### config.mk
export PLATFORM = sky130hd
export DESIGN_NAME = sprite_bank_stream_validator
export DESIGN_NICKNAME = d
export VERILOG_FILES = /design/src/hdl/sbsv_pkg.sv /design/src/hdl/sbsv_outq.sv /design/src/hdl/sbsv_ctrl.sv /design/src/hdl/sbsv_dp.sv /design/src/hdl/sprite_bank_stream_validator.sv
export SDC_FILE = /design/constraint.sdc
export NUM_CORES = 2
export LEC_CHECK = 0
export ABC_AREA = 1
export BUFFER_PORTS_ARGS = -buffer_cell sky130_fd_sc_hd__buf_4
export CELL_PAD_IN_SITES_DETAIL_PLACEMENT = 1
export CELL_PAD_IN_SITES_GLOBAL_PLACEMENT = 1
export CORE_MARGIN = 2
export CORE_UTILIZATION = 42
export DETAILED_ROUTE_END_ITERATION = 7
export PLACE_DENSITY = 0.68
export REMOVE_ABC_BUFFERS = 1
export SYNTH_ARGS = -nofsm -noshare
export SYNTH_HDL_FRONTEND = slang
export SYNTH_SLANG_ARGS = --single-unit
### constraint.sdc
create_clock -name clk -period 11.69 [get_ports clk]
set_input_delay 2.338 -clock clk [delete_from_list [all_inputs] [get_ports clk]]
set_output_delay 2.338 -clock clk [all_outputs]
set_load 0.02 [all_outputs]
### src/hdl/sbsv_pkg.sv
// Shared types, codes and constants for the sprite bank stream validator.
package sbsv_pkg;

  localparam int unsigned DEF_MAX_BANKS   = 16;
  localparam logic [15:0] DEF_MAX_SPRITES = 16'd1024;
  localparam logic [15:0] MAX_ROW_BYTES   = 16'd8191;
  localparam logic [15:0] MAX_DEPTH       = 16'd5;
  localparam int unsigned HDR_LAST_IDX    = 9;
  localparam int unsigned CNT_HI_IDX      = 4;

  // Input opcodes.
  localparam logic OP_BYTE = 1'b0;
  localparam logic OP_EOF  = 1'b1;

  // Result kinds.
  localparam logic KIND_BANK    = 1'b0;
  localparam logic KIND_SUMMARY = 1'b1;

  // Summary status codes.
  localparam logic [1:0] ST_OK        = 2'd0;
  localparam logic [1:0] ST_NO_BANK   = 2'd1;
  localparam logic [1:0] ST_BAD_COUNT = 2'd2;

  // Record header byte positions.
  localparam logic [3:0] HB_WIDTH_HI  = 4'd0;
  localparam logic [3:0] HB_WIDTH_LO  = 4'd1;
  localparam logic [3:0] HB_HEIGHT_HI = 4'd2;
  localparam logic [3:0] HB_HEIGHT_LO = 4'd3;
  localparam logic [3:0] HB_DEPTH_HI  = 4'd4;
  localparam logic [3:0] HB_DEPTH_LO  = 4'd5;
  localparam logic [3:0] HB_FLAGS_HI  = 4'd6;

  typedef struct packed {
    logic        kind;
    logic [3:0]  bank_number;
    logic [31:0] bank_offset;
    logic [31:0] bank_bytes;
    logic [15:0] first_sprite;
    logic [15:0] sprite_count;
    logic [1:0]  status;
    logic [4:0]  bank_total;
    logic [15:0] sprite_total;
  } res_t;

  // Commands from the controller to the datapath.
  typedef struct packed {
    logic       step;      // a file byte transaction was taken
    logic       eof;       // give the summary and clear the parse state
    logic [3:0] idx;       // current header byte position
    logic       cnt_hi;
    logic       cnt_lo;
    logic       hdr_load;
    logic       mul1;
    logic       mul2;
    logic       dec_data;
    logic       fin_rec;
    logic       fin_bank;
    logic       fail;
  } cmd_t;

  // Status from the datapath to the controller.
  typedef struct packed {
    logic magic_ok;
    logic cnt_zero;
    logic hdr_ok;
    logic data_last;
    logic pad_pending;
    logic rec_last;
    logic bank_ok;
    logic banks_full;
  } sts_t;

  function automatic logic [7:0] magic_byte(input logic [1:0] idx);
    logic [7:0] b;
    case (idx)
      2'd0:    b = 8'h41;
      2'd1:    b = 8'h6D;
      2'd2:    b = 8'h53;
      default: b = 8'h70;
    endcase
    return b;
  endfunction

endpackage

### src/hdl/sbsv_outq.sv
// Two-entry result queue between the parser and the output channel.
module sbsv_outq (
  input  logic          clk,
  input  logic          rst_n,
  input  logic          push,
  input  sbsv_pkg::res_t push_data,
  input  logic          pop,
  output sbsv_pkg::res_t head,
  output logic          not_empty,
  output logic          has_space
);
  import sbsv_pkg::*;

  res_t       mem_r [2];
  logic       wr_ptr_r, wr_ptr_nxt;
  logic       rd_ptr_r, rd_ptr_nxt;
  logic [1:0] count_r, count_nxt;
  logic       do_pop;

  assign not_empty = (count_r != 2'd0);
  assign has_space = (count_r != 2'd2);
  assign head      = mem_r[rd_ptr_r];
  assign do_pop    = pop && not_empty;

  always_comb begin
    wr_ptr_nxt = push ? ~wr_ptr_r : wr_ptr_r;
    rd_ptr_nxt = do_pop ? ~rd_ptr_r : rd_ptr_r;
    count_nxt  = count_r + {1'b0, push} - {1'b0, do_pop};
  end

  always_ff @(posedge clk) begin
    if (!rst_n) begin
      wr_ptr_r <= 1'b0;
      rd_ptr_r <= 1'b0;
      count_r  <= 2'd0;
    end else begin
      wr_ptr_r <= wr_ptr_nxt;
      rd_ptr_r <= rd_ptr_nxt;
      count_r  <= count_nxt;
    end
  end

  always_ff @(posedge clk) begin
    if (push) begin
      mem_r[wr_ptr_r] <= push_data;
    end
  end

endmodule

### src/hdl/sbsv_ctrl.sv
// Parse controller: bank and record phases, header byte counter, handshake.
module sbsv_ctrl (
  input  logic          clk,
  input  logic          rst_n,
  input  logic          in_valid,
  input  logic          in_op,
  input  logic          q_space,
  input  sbsv_pkg::sts_t sts,
  output logic          in_ready,
  output sbsv_pkg::cmd_t cmd
);
  import sbsv_pkg::*;

  typedef enum logic [6:0] {
    S_BANK = 7'b0000001,
    S_REC  = 7'b0000010,
    S_MUL1 = 7'b0000100,
    S_MUL2 = 7'b0001000,
    S_DATA = 7'b0010000,
    S_PAD  = 7'b0100000,
    S_STOP = 7'b1000000
  } state_t;

  state_t     state_r, state_nxt;
  logic [3:0] hcnt_r, hcnt_nxt;
  logic       take;
  logic       rec_done;

  assign in_ready = q_space && (state_r != S_MUL1) && (state_r != S_MUL2);
  assign take     = in_valid && in_ready;

  always_comb begin
    state_nxt = state_r;
    hcnt_nxt  = hcnt_r;
    cmd       = '0;
    cmd.idx   = hcnt_r;
    rec_done  = 1'b0;

    unique case (state_r)
      S_MUL1: begin
        if (sts.hdr_ok) begin
          cmd.mul1  = 1'b1;
          state_nxt = S_MUL2;
        end else begin
          state_nxt = S_STOP;
        end
      end
      S_MUL2: begin
        cmd.mul2  = 1'b1;
        state_nxt = S_DATA;
      end
      default: begin
        if (take && in_op == OP_EOF) begin
          cmd.eof   = 1'b1;
          state_nxt = S_BANK;
          hcnt_nxt  = '0;
        end else if (take) begin
          cmd.step = 1'b1;
          unique case (state_r)
            S_BANK: begin
              if (hcnt_r < 4'(CNT_HI_IDX)) begin
                if (sts.magic_ok) begin
                  hcnt_nxt = hcnt_r + 4'd1;
                end else begin
                  state_nxt = S_STOP;
                end
              end else if (hcnt_r == 4'(CNT_HI_IDX)) begin
                cmd.cnt_hi = 1'b1;
                hcnt_nxt   = hcnt_r + 4'd1;
              end else begin
                cmd.cnt_lo = 1'b1;
                hcnt_nxt   = '0;
                if (sts.cnt_zero) begin
                  // An empty bank always fails the sprite count check.
                  cmd.fail  = 1'b1;
                  state_nxt = S_STOP;
                end else begin
                  state_nxt = S_REC;
                end
              end
            end
            S_REC: begin
              cmd.hdr_load = 1'b1;
              if (hcnt_r >= 4'(HDR_LAST_IDX)) begin
                hcnt_nxt  = '0;
                state_nxt = S_MUL1;
              end else begin
                hcnt_nxt = hcnt_r + 4'd1;
              end
            end
            S_DATA: begin
              cmd.dec_data = 1'b1;
              if (sts.data_last) begin
                if (sts.pad_pending) begin
                  state_nxt = S_PAD;
                end else begin
                  rec_done = 1'b1;
                end
              end
            end
            S_PAD: begin
              rec_done = 1'b1;
            end
            default: begin
            end
          endcase

          if (rec_done) begin
            cmd.fin_rec = 1'b1;
            hcnt_nxt    = '0;
            if (sts.rec_last) begin
              cmd.fin_bank = 1'b1;
              if (sts.bank_ok && !sts.banks_full) begin
                state_nxt = S_BANK;
              end else begin
                state_nxt = S_STOP;
              end
            end else begin
              state_nxt = S_REC;
            end
          end
        end
      end
    endcase
  end

  always_ff @(posedge clk) begin
    if (!rst_n) begin
      state_r <= S_BANK;
      hcnt_r  <= '0;
    end else begin
      state_r <= state_nxt;
      hcnt_r  <= hcnt_nxt;
    end
  end

endmodule

### src/hdl/sbsv_dp.sv
// Parse datapath: header words, length arithmetic, counters and result forming.
module sbsv_dp #(
  parameter int unsigned MAX_BANKS = sbsv_pkg::DEF_MAX_BANKS
) (
  input  logic           clk,
  input  logic           rst_n,
  input  logic [7:0]     data_byte,
  input  logic           cfg_we,
  input  logic [15:0]    cfg_value,
  input  sbsv_pkg::cmd_t cmd,
  output sbsv_pkg::sts_t sts,
  output logic           push,
  output sbsv_pkg::res_t push_data
);
  import sbsv_pkg::*;

  localparam int unsigned BW = $clog2(MAX_BANKS + 1);

  logic [15:0]   max_spr_r, max_spr_nxt;
  logic [15:0]   width_r, width_nxt;
  logic [15:0]   height_r, height_nxt;
  logic [15:0]   depth_r, depth_nxt;
  logic          mask_r, mask_nxt;
  logic [15:0]   rec_left_r, rec_left_nxt;
  logic [15:0]   rec_cnt_r, rec_cnt_nxt;
  logic [31:0]   data_left_r, data_left_nxt;
  logic          pad_r, pad_nxt;
  logic [31:0]   pos_r, pos_nxt;
  logic [31:0]   bank_start_r, bank_start_nxt;
  logic [BW-1:0] banks_r, banks_nxt;
  logic [15:0]   sprites_r, sprites_nxt;
  logic          failed_r, failed_nxt;
  logic [28:0]   prod_r, prod_nxt;

  logic [15:0]   row_bytes;
  logic [2:0]    planes;
  logic [31:0]   total_bytes;
  logic [16:0]   spr_sum;

  // Bytes per row: two per word, one less when the odd-width bit is set.
  assign row_bytes   = {width_r[14:0], 1'b0} - {15'd0, width_r[15]};
  assign planes      = depth_r[2:0] + {2'd0, mask_r};
  assign total_bytes = prod_r * planes;
  assign spr_sum     = {1'b0, sprites_r} + {1'b0, rec_cnt_r};

  always_comb begin
    sts.magic_ok    = (data_byte == magic_byte(cmd.idx[1:0]));
    sts.cnt_zero    = (rec_cnt_r[15:8] == 8'd0) && (data_byte == 8'd0);
    sts.hdr_ok      = (width_r[14:0] != 15'd0) && (row_bytes <= MAX_ROW_BYTES) &&
                      (height_r != 16'd0) && (depth_r != 16'd0) &&
                      (depth_r <= MAX_DEPTH);
    sts.data_last   = (data_left_r <= 32'd1);
    sts.pad_pending = pad_r;
    sts.rec_last    = (rec_left_r == 16'd1);
    sts.bank_ok     = (rec_cnt_r != 16'd0) && (spr_sum <= {1'b0, max_spr_r});
    sts.banks_full  = (banks_r == BW'(MAX_BANKS - 1));
  end

  always_comb begin
    max_spr_nxt    = cfg_we ? cfg_value : max_spr_r;
    width_nxt      = width_r;
    height_nxt     = height_r;
    depth_nxt      = depth_r;
    mask_nxt       = mask_r;
    rec_left_nxt   = rec_left_r;
    rec_cnt_nxt    = rec_cnt_r;
    data_left_nxt  = data_left_r;
    pad_nxt        = pad_r;
    pos_nxt        = pos_r;
    bank_start_nxt = bank_start_r;
    banks_nxt      = banks_r;
    sprites_nxt    = sprites_r;
    failed_nxt     = failed_r;
    prod_nxt       = prod_r;
    push           = 1'b0;
    push_data      = '0;

    if (cmd.step) begin
      pos_nxt = (&pos_r) ? pos_r : pos_r + 32'd1;
    end
    if (cmd.cnt_hi) begin
      rec_cnt_nxt = {data_byte, 8'd0};
    end
    if (cmd.cnt_lo) begin
      rec_cnt_nxt  = {rec_cnt_r[15:8], data_byte};
      rec_left_nxt = {rec_cnt_r[15:8], data_byte};
    end
    if (cmd.hdr_load) begin
      case (cmd.idx)
        HB_WIDTH_HI:  width_nxt  = {data_byte, 8'd0};
        HB_WIDTH_LO:  width_nxt  = {width_r[15:8], data_byte};
        HB_HEIGHT_HI: height_nxt = {data_byte, 8'd0};
        HB_HEIGHT_LO: height_nxt = {height_r[15:8], data_byte};
        HB_DEPTH_HI:  depth_nxt  = {data_byte, 8'd0};
        HB_DEPTH_LO:  depth_nxt  = {depth_r[15:8], data_byte};
        HB_FLAGS_HI:  mask_nxt   = data_byte[7];
        default: begin
        end
      endcase
    end
    if (cmd.mul1) begin
      prod_nxt = row_bytes[12:0] * height_r;
    end
    if (cmd.mul2) begin
      data_left_nxt = total_bytes;
      pad_nxt       = total_bytes[0];
    end
    if (cmd.dec_data && data_left_r != 32'd0) begin
      data_left_nxt = data_left_r - 32'd1;
    end
    if (cmd.fin_rec) begin
      rec_left_nxt = rec_left_r - 16'd1;
      pad_nxt      = 1'b0;
    end
    if (cmd.fail) begin
      failed_nxt = 1'b1;
    end
    if (cmd.fin_bank) begin
      if (sts.bank_ok) begin
        push                   = 1'b1;
        push_data.kind         = KIND_BANK;
        push_data.bank_number  = 4'(banks_r);
        push_data.bank_offset  = bank_start_r;
        push_data.bank_bytes   = pos_nxt - bank_start_r;
        push_data.first_sprite = sprites_r;
        push_data.sprite_count = rec_cnt_r;
        banks_nxt              = banks_r + BW'(1);
        sprites_nxt            = spr_sum[15:0];
        bank_start_nxt         = pos_nxt;
      end else begin
        failed_nxt = 1'b1;
      end
    end

    if (cmd.eof) begin
      push           = 1'b1;
      push_data.kind = KIND_SUMMARY;
      if (failed_r) begin
        push_data.status = ST_BAD_COUNT;
      end else begin
        push_data.status       = (banks_r == '0) ? ST_NO_BANK : ST_OK;
        push_data.bank_total   = 5'(banks_r);
        push_data.sprite_total = sprites_r;
      end
      width_nxt      = '0;
      height_nxt     = '0;
      depth_nxt      = '0;
      mask_nxt       = 1'b0;
      rec_left_nxt   = '0;
      rec_cnt_nxt    = '0;
      data_left_nxt  = '0;
      pad_nxt        = 1'b0;
      pos_nxt        = '0;
      bank_start_nxt = '0;
      banks_nxt      = '0;
      sprites_nxt    = '0;
      failed_nxt     = 1'b0;
    end
  end

  always_ff @(posedge clk) begin
    if (!rst_n) begin
      max_spr_r    <= DEF_MAX_SPRITES;
      width_r      <= '0;
      height_r     <= '0;
      depth_r      <= '0;
      mask_r       <= 1'b0;
      rec_left_r   <= '0;
      rec_cnt_r    <= '0;
      data_left_r  <= '0;
      pad_r        <= 1'b0;
      pos_r        <= '0;
      bank_start_r <= '0;
      banks_r      <= '0;
      sprites_r    <= '0;
      failed_r     <= 1'b0;
    end else begin
      max_spr_r    <= max_spr_nxt;
      width_r      <= width_nxt;
      height_r     <= height_nxt;
      depth_r      <= depth_nxt;
      mask_r       <= mask_nxt;
      rec_left_r   <= rec_left_nxt;
      rec_cnt_r    <= rec_cnt_nxt;
      data_left_r  <= data_left_nxt;
      pad_r        <= pad_nxt;
      pos_r        <= pos_nxt;
      bank_start_r <= bank_start_nxt;
      banks_r      <= banks_nxt;
      sprites_r    <= sprites_nxt;
      failed_r     <= failed_nxt;
    end
  end

  always_ff @(posedge clk) begin
    prod_r <= prod_nxt;
  end

endmodule

### src/hdl/sprite_bank_stream_validator.sv
// Top level of the sprite bank stream validator.
// Takes a sprite bank file one byte per input transaction (tuser 0) and an
// end-of-file marker (tuser 1), and gives one result per accepted bank plus
// a summary at end of file, after which it is ready for a new file. A byte
// is taken every cycle, except that after the last byte of each record
// header the input is held off while the plane data length is formed in
// two multiply steps, and also stalls while the two-entry result queue is
// full. The user must write max_sprites (cfg port, reset value 1024) only
// while the block is idle; the block itself does not enforce this.
module sprite_bank_stream_validator #(
  parameter int unsigned MAX_BANKS = sbsv_pkg::DEF_MAX_BANKS
) (
  input  logic         clk,
  input  logic         rst_n,
  input  logic         in_tvalid,
  output logic         in_tready,
  input  logic [7:0]   in_tdata,   // [7:0] data_byte
  input  logic         in_tuser,   // [0] opcode
  output logic         out_tvalid,
  input  logic         out_tready,
  // [3:0] bank_number, [35:4] bank_offset, [67:36] bank_bytes,
  // [83:68] first_sprite, [99:84] sprite_count, [101:100] status,
  // [106:102] bank_total, [122:107] sprite_total, [127:123] zero
  output logic [127:0] out_tdata,
  output logic         out_tuser,  // [0] result_kind
  input  logic         cfg_valid,
  output logic         cfg_ready,
  input  logic [15:0]  cfg_data    // max_sprites
);
  import sbsv_pkg::*;

  cmd_t cmd;
  sts_t sts;
  res_t push_data;
  res_t head;
  logic push;
  logic q_space;

  assign cfg_ready = 1'b1;

  sbsv_ctrl u_ctrl (
    .clk      (clk),
    .rst_n    (rst_n),
    .in_valid (in_tvalid),
    .in_op    (in_tuser),
    .q_space  (q_space),
    .sts      (sts),
    .in_ready (in_tready),
    .cmd      (cmd)
  );

  sbsv_dp #(
    .MAX_BANKS (MAX_BANKS)
  ) u_dp (
    .clk       (clk),
    .rst_n     (rst_n),
    .data_byte (in_tdata),
    .cfg_we    (cfg_valid && cfg_ready),
    .cfg_value (cfg_data),
    .cmd       (cmd),
    .sts       (sts),
    .push      (push),
    .push_data (push_data)
  );

  sbsv_outq u_outq (
    .clk       (clk),
    .rst_n     (rst_n),
    .push      (push),
    .push_data (push_data),
    .pop       (out_tready),
    .head      (head),
    .not_empty (out_tvalid),
    .has_space (q_space)
  );

  assign out_tuser = head.kind;
  assign out_tdata = {5'd0, head.sprite_total, head.bank_total, head.status,
                      head.sprite_count, head.first_sprite, head.bank_bytes,
                      head.bank_offset, head.bank_number};

endmodule
==> out/qor.yml <==
status: "completed"
peakVddDrop_mv: 0.0981
fillCellCount: 9545
coreArea_sq_um: 80500
stdcell_area_sq_um: 38100
hold_violations: 0
maxCapViolations: 0
path_class: "reg -> reg"
cp.required_ns: 12.04
io_pins: 162
dr.pass1.iters: 5
fp.dieW_um: 289
synthesis.area_sq_um: 34200
synth-simple-area-share_pct: 17.8
cts.clk_slew.worst_paths_ns: 0.06
drive_gt1_share_pct: 10.9
startpoint_type: "register"
finalPower_mw: 4.93
place_area_sq_um: 36200
clockRootBuffer: "clkbuf_16"
critPathMaxStageDelay_ns: 0.78
cts_resized: 0
p_per_area_nw_per_um2: 129
netlist_instances: 3986
ys_types: 61
worst-path-stages: 25
start_util_pct: 42.4
period_share_pct: 60.3
wl_per_cell_um: 18.7
postRouteAntennaNets: 0
clock_latency_ns: 0.62
synth.top_cells.by_area: "edfxtp_1 (24%), dfxtp_1 (14%), fa_1 (11%)"
fp.dieH_um: 289
ff_latch_area_sq_um: 13000
synth_compound_area_share_pct: 10.0
cts_buffers: 56
hold_slack_ns: 0.449
overflow: 0
cp_top_family: "adder cells"
synthArstFlopShare_pct: 0
post_cts_buffers: 0
vias: 27111
hold_depth: 1
crit_buf_inv: 4
final_nets: 4491
clockBufferDepth: 3
grtUsageTotal_pct: 23.7
multi_input_area_sq_um: 18200
cts_hold_buf: 0
yosysTopAreaCell: "edfxtp_1"
grt_pass1_vias: 28921
synth_top_family_by_area: "simple AND/OR/NAND/NOR gates"
fin_crit_ns: 7.05
setup_viol: 0
vias_per_cell: 5.22
rows: 104
wirelength_um: 97400
seq_area_frac_synth_pct: 37.9
worstPathMaxFanout: 20
place.gp.congestion: 0.860
drv_slew: 0
yosys-mux-area-fraction_pct: 4.09
arrival_ns: 7.41
syn_avg_cell_area_sq_um: 8.57
cts_tree: "done"
relSlewSlack_pct: 13.5
finClkSkew_ns: 0.0272
synth_seq_cells: 509
rsz0062_at_grt: "false"
cts_num_sinks: 509
synth_edf_count: 277
grt_max_degree: 68
io_buffer_count: 155
fin_tns_setup_ns: 0
grt_pass1_wl_um: 157000
ctsHtreeMaxLevel: 2
crit_path_end_kind: "register"
p_leak_nw: 16.8
die-area_sq_um: 83700
hpwlAfterDp_um: 73200
antenna_found_initial: 2
r2r_cells: 25
drt_iter0_drc: 1410
clock.fmax_mhz: 142
antennaDiodeCount: 0
synth_xor_area_share_pct: 3.64
finish.utilization_pct: 47.3
area_growth_pct: 11.6
yosys_warnings: 0
cpMaxStageDelayCell: "dfxtp_1"
hold_class: "reg -> reg"
synthAdderAreaFrac_pct: 17.6
worstMarginPinSlew_ns: 1.30
synthFlopType: "edfxtp_1"
drc: 0
synth_top_area_share_pct: 24.3
==> metal layers <==
metal  part of all wire (%)  vias to the layer above  track usage (%)
li1                       -                    13169                -
met2                     48                      419             41.2
met3                    3.7                      135             2.78
met4                    2.7                        2             6.52
met5                  0.012                        -                0
met1                     45                    13386             31.2
==> state kept, by name, summed over array words and instances, names as in the netlist, 29 cells and up, named ones only <==
register,cells
u_dp.pos_r,32
u_dp.data_left_r,32
u_dp.prod_r,29
u_outq.mem_r,248
u_dp.bank_start_r,32
==> placed cells by master (no fill, tap or decap), types with 14 or more instances in the layout <==
cell type  instances
nand4_1           47
nand2_1          718
o21bai_1          16
nor2_1           418
a21oi_1          290
o21ai_0          214
edfxtp_1         277
ha_1             187
nor4_1            24
inv_1            619
a31oi_1           24
fa_1             184
dfxtp_1          231
nor3_1            68
buf_4            172
clkbuf_16         58
xnor2_1           52
or2_2             14
mux2_2           124
nand3_1          108
xor2_1            90
==> final timing paths <==
check	slack [ns]	to	startpoint
min reg2reg	0.45	register	u_outq.rd_ptr_r$_SDFFE_PN0P_
min	0.45	register	u_outq.rd_ptr_r$_SDFFE_PN0P_
max	4.64	u_dp.prod_r[25]$_DFFE_PP_	u_dp.width_r[15]$_SDFFE_PP0P_
max reg2reg	4.64	u_dp.prod_r[25]$_DFFE_PP_	u_dp.width_r[15]$_SDFFE_PP0P_
==> synth_stat cells (6+ instances only) <==
master	n
a211oi_1	6
a21boi_0	7
a21o_1	12
a21oi_1	291
a31oi_1	24
buf_1	8
buf_2	11
buf_4	9
buf_6	15
clkbuf_1	87
clkinv_1	7
dfxtp_1	232
edfxtp_1	277
fa_1	184
ha_1	187
inv_1	619
inv_2	12
mux2_2	124
nand2_1	720
nand3_1	108
nand3b_1	7
nand4_1	47
nor2_1	419
nor2_2	6
nor3_1	68
nor4_1	24
o211ai_1	12
o21a_1	12
o21ai_0	214
o21ai_1	9
o21bai_1	16
or2_2	14
xnor2_1	52
xor2_1	90
==> report_power, final <==
part,internal (mW),total (mW),switching (mW)
combinational,0.400,1.08,0.684
clock,1.08,1.84,0.767
sequential,1.96,2.00,0.0472
total,3.43,4.93,1.50
==> final cells by class <==
type	count	area share, %
Sequential cell	509	34.0
Timing Repair Buffer	172	3.39
Inverter	639	6.30
Clock buffer	72	4.08
Tap cell	1060	3.48
Multi-Input combinational cell	2712	47.8
Clock inverter	33	0.981
==> worst register-to-register path, delay by kind of cell, from the launching register on <==
family | cells | cell delay [ns]
buffers and inverters | 4 | 0.63
XOR/XNOR | 1 | 0.06
AO/OA/AOI/OAI | 3 | 0.85
AND/OR/NAND/NOR | 10 | 1.31
adder cells (fa/ha/maj) | 7 | 3.18
flip-flops | 1 | 0.78
==> metrics by stage <==
stage,worst slack (ns),cells
3_5_place_dp,4.70,5092
6_report,4.64,5197
4_1_cts,4.67,5197
3_3_place_gp,4.86,5092
2_1_floorplan,1.01,3860
5_1_grt,4.21,5197
==> logic make-up (layout without fill, tap and decap cells) <==
logic type                 after synthesis  count (layout)
AOI/OAI and AO/OA                      628             628
xor gates and xnor gates               142             142
adders and majority gates              371             371
buffers and inverters                  769             916
DFF                                    509             509
muxes                                  124             124
other                                    2               6
and+or+nand+nor                       1441            1441
(Power assumes the default switching activity.)
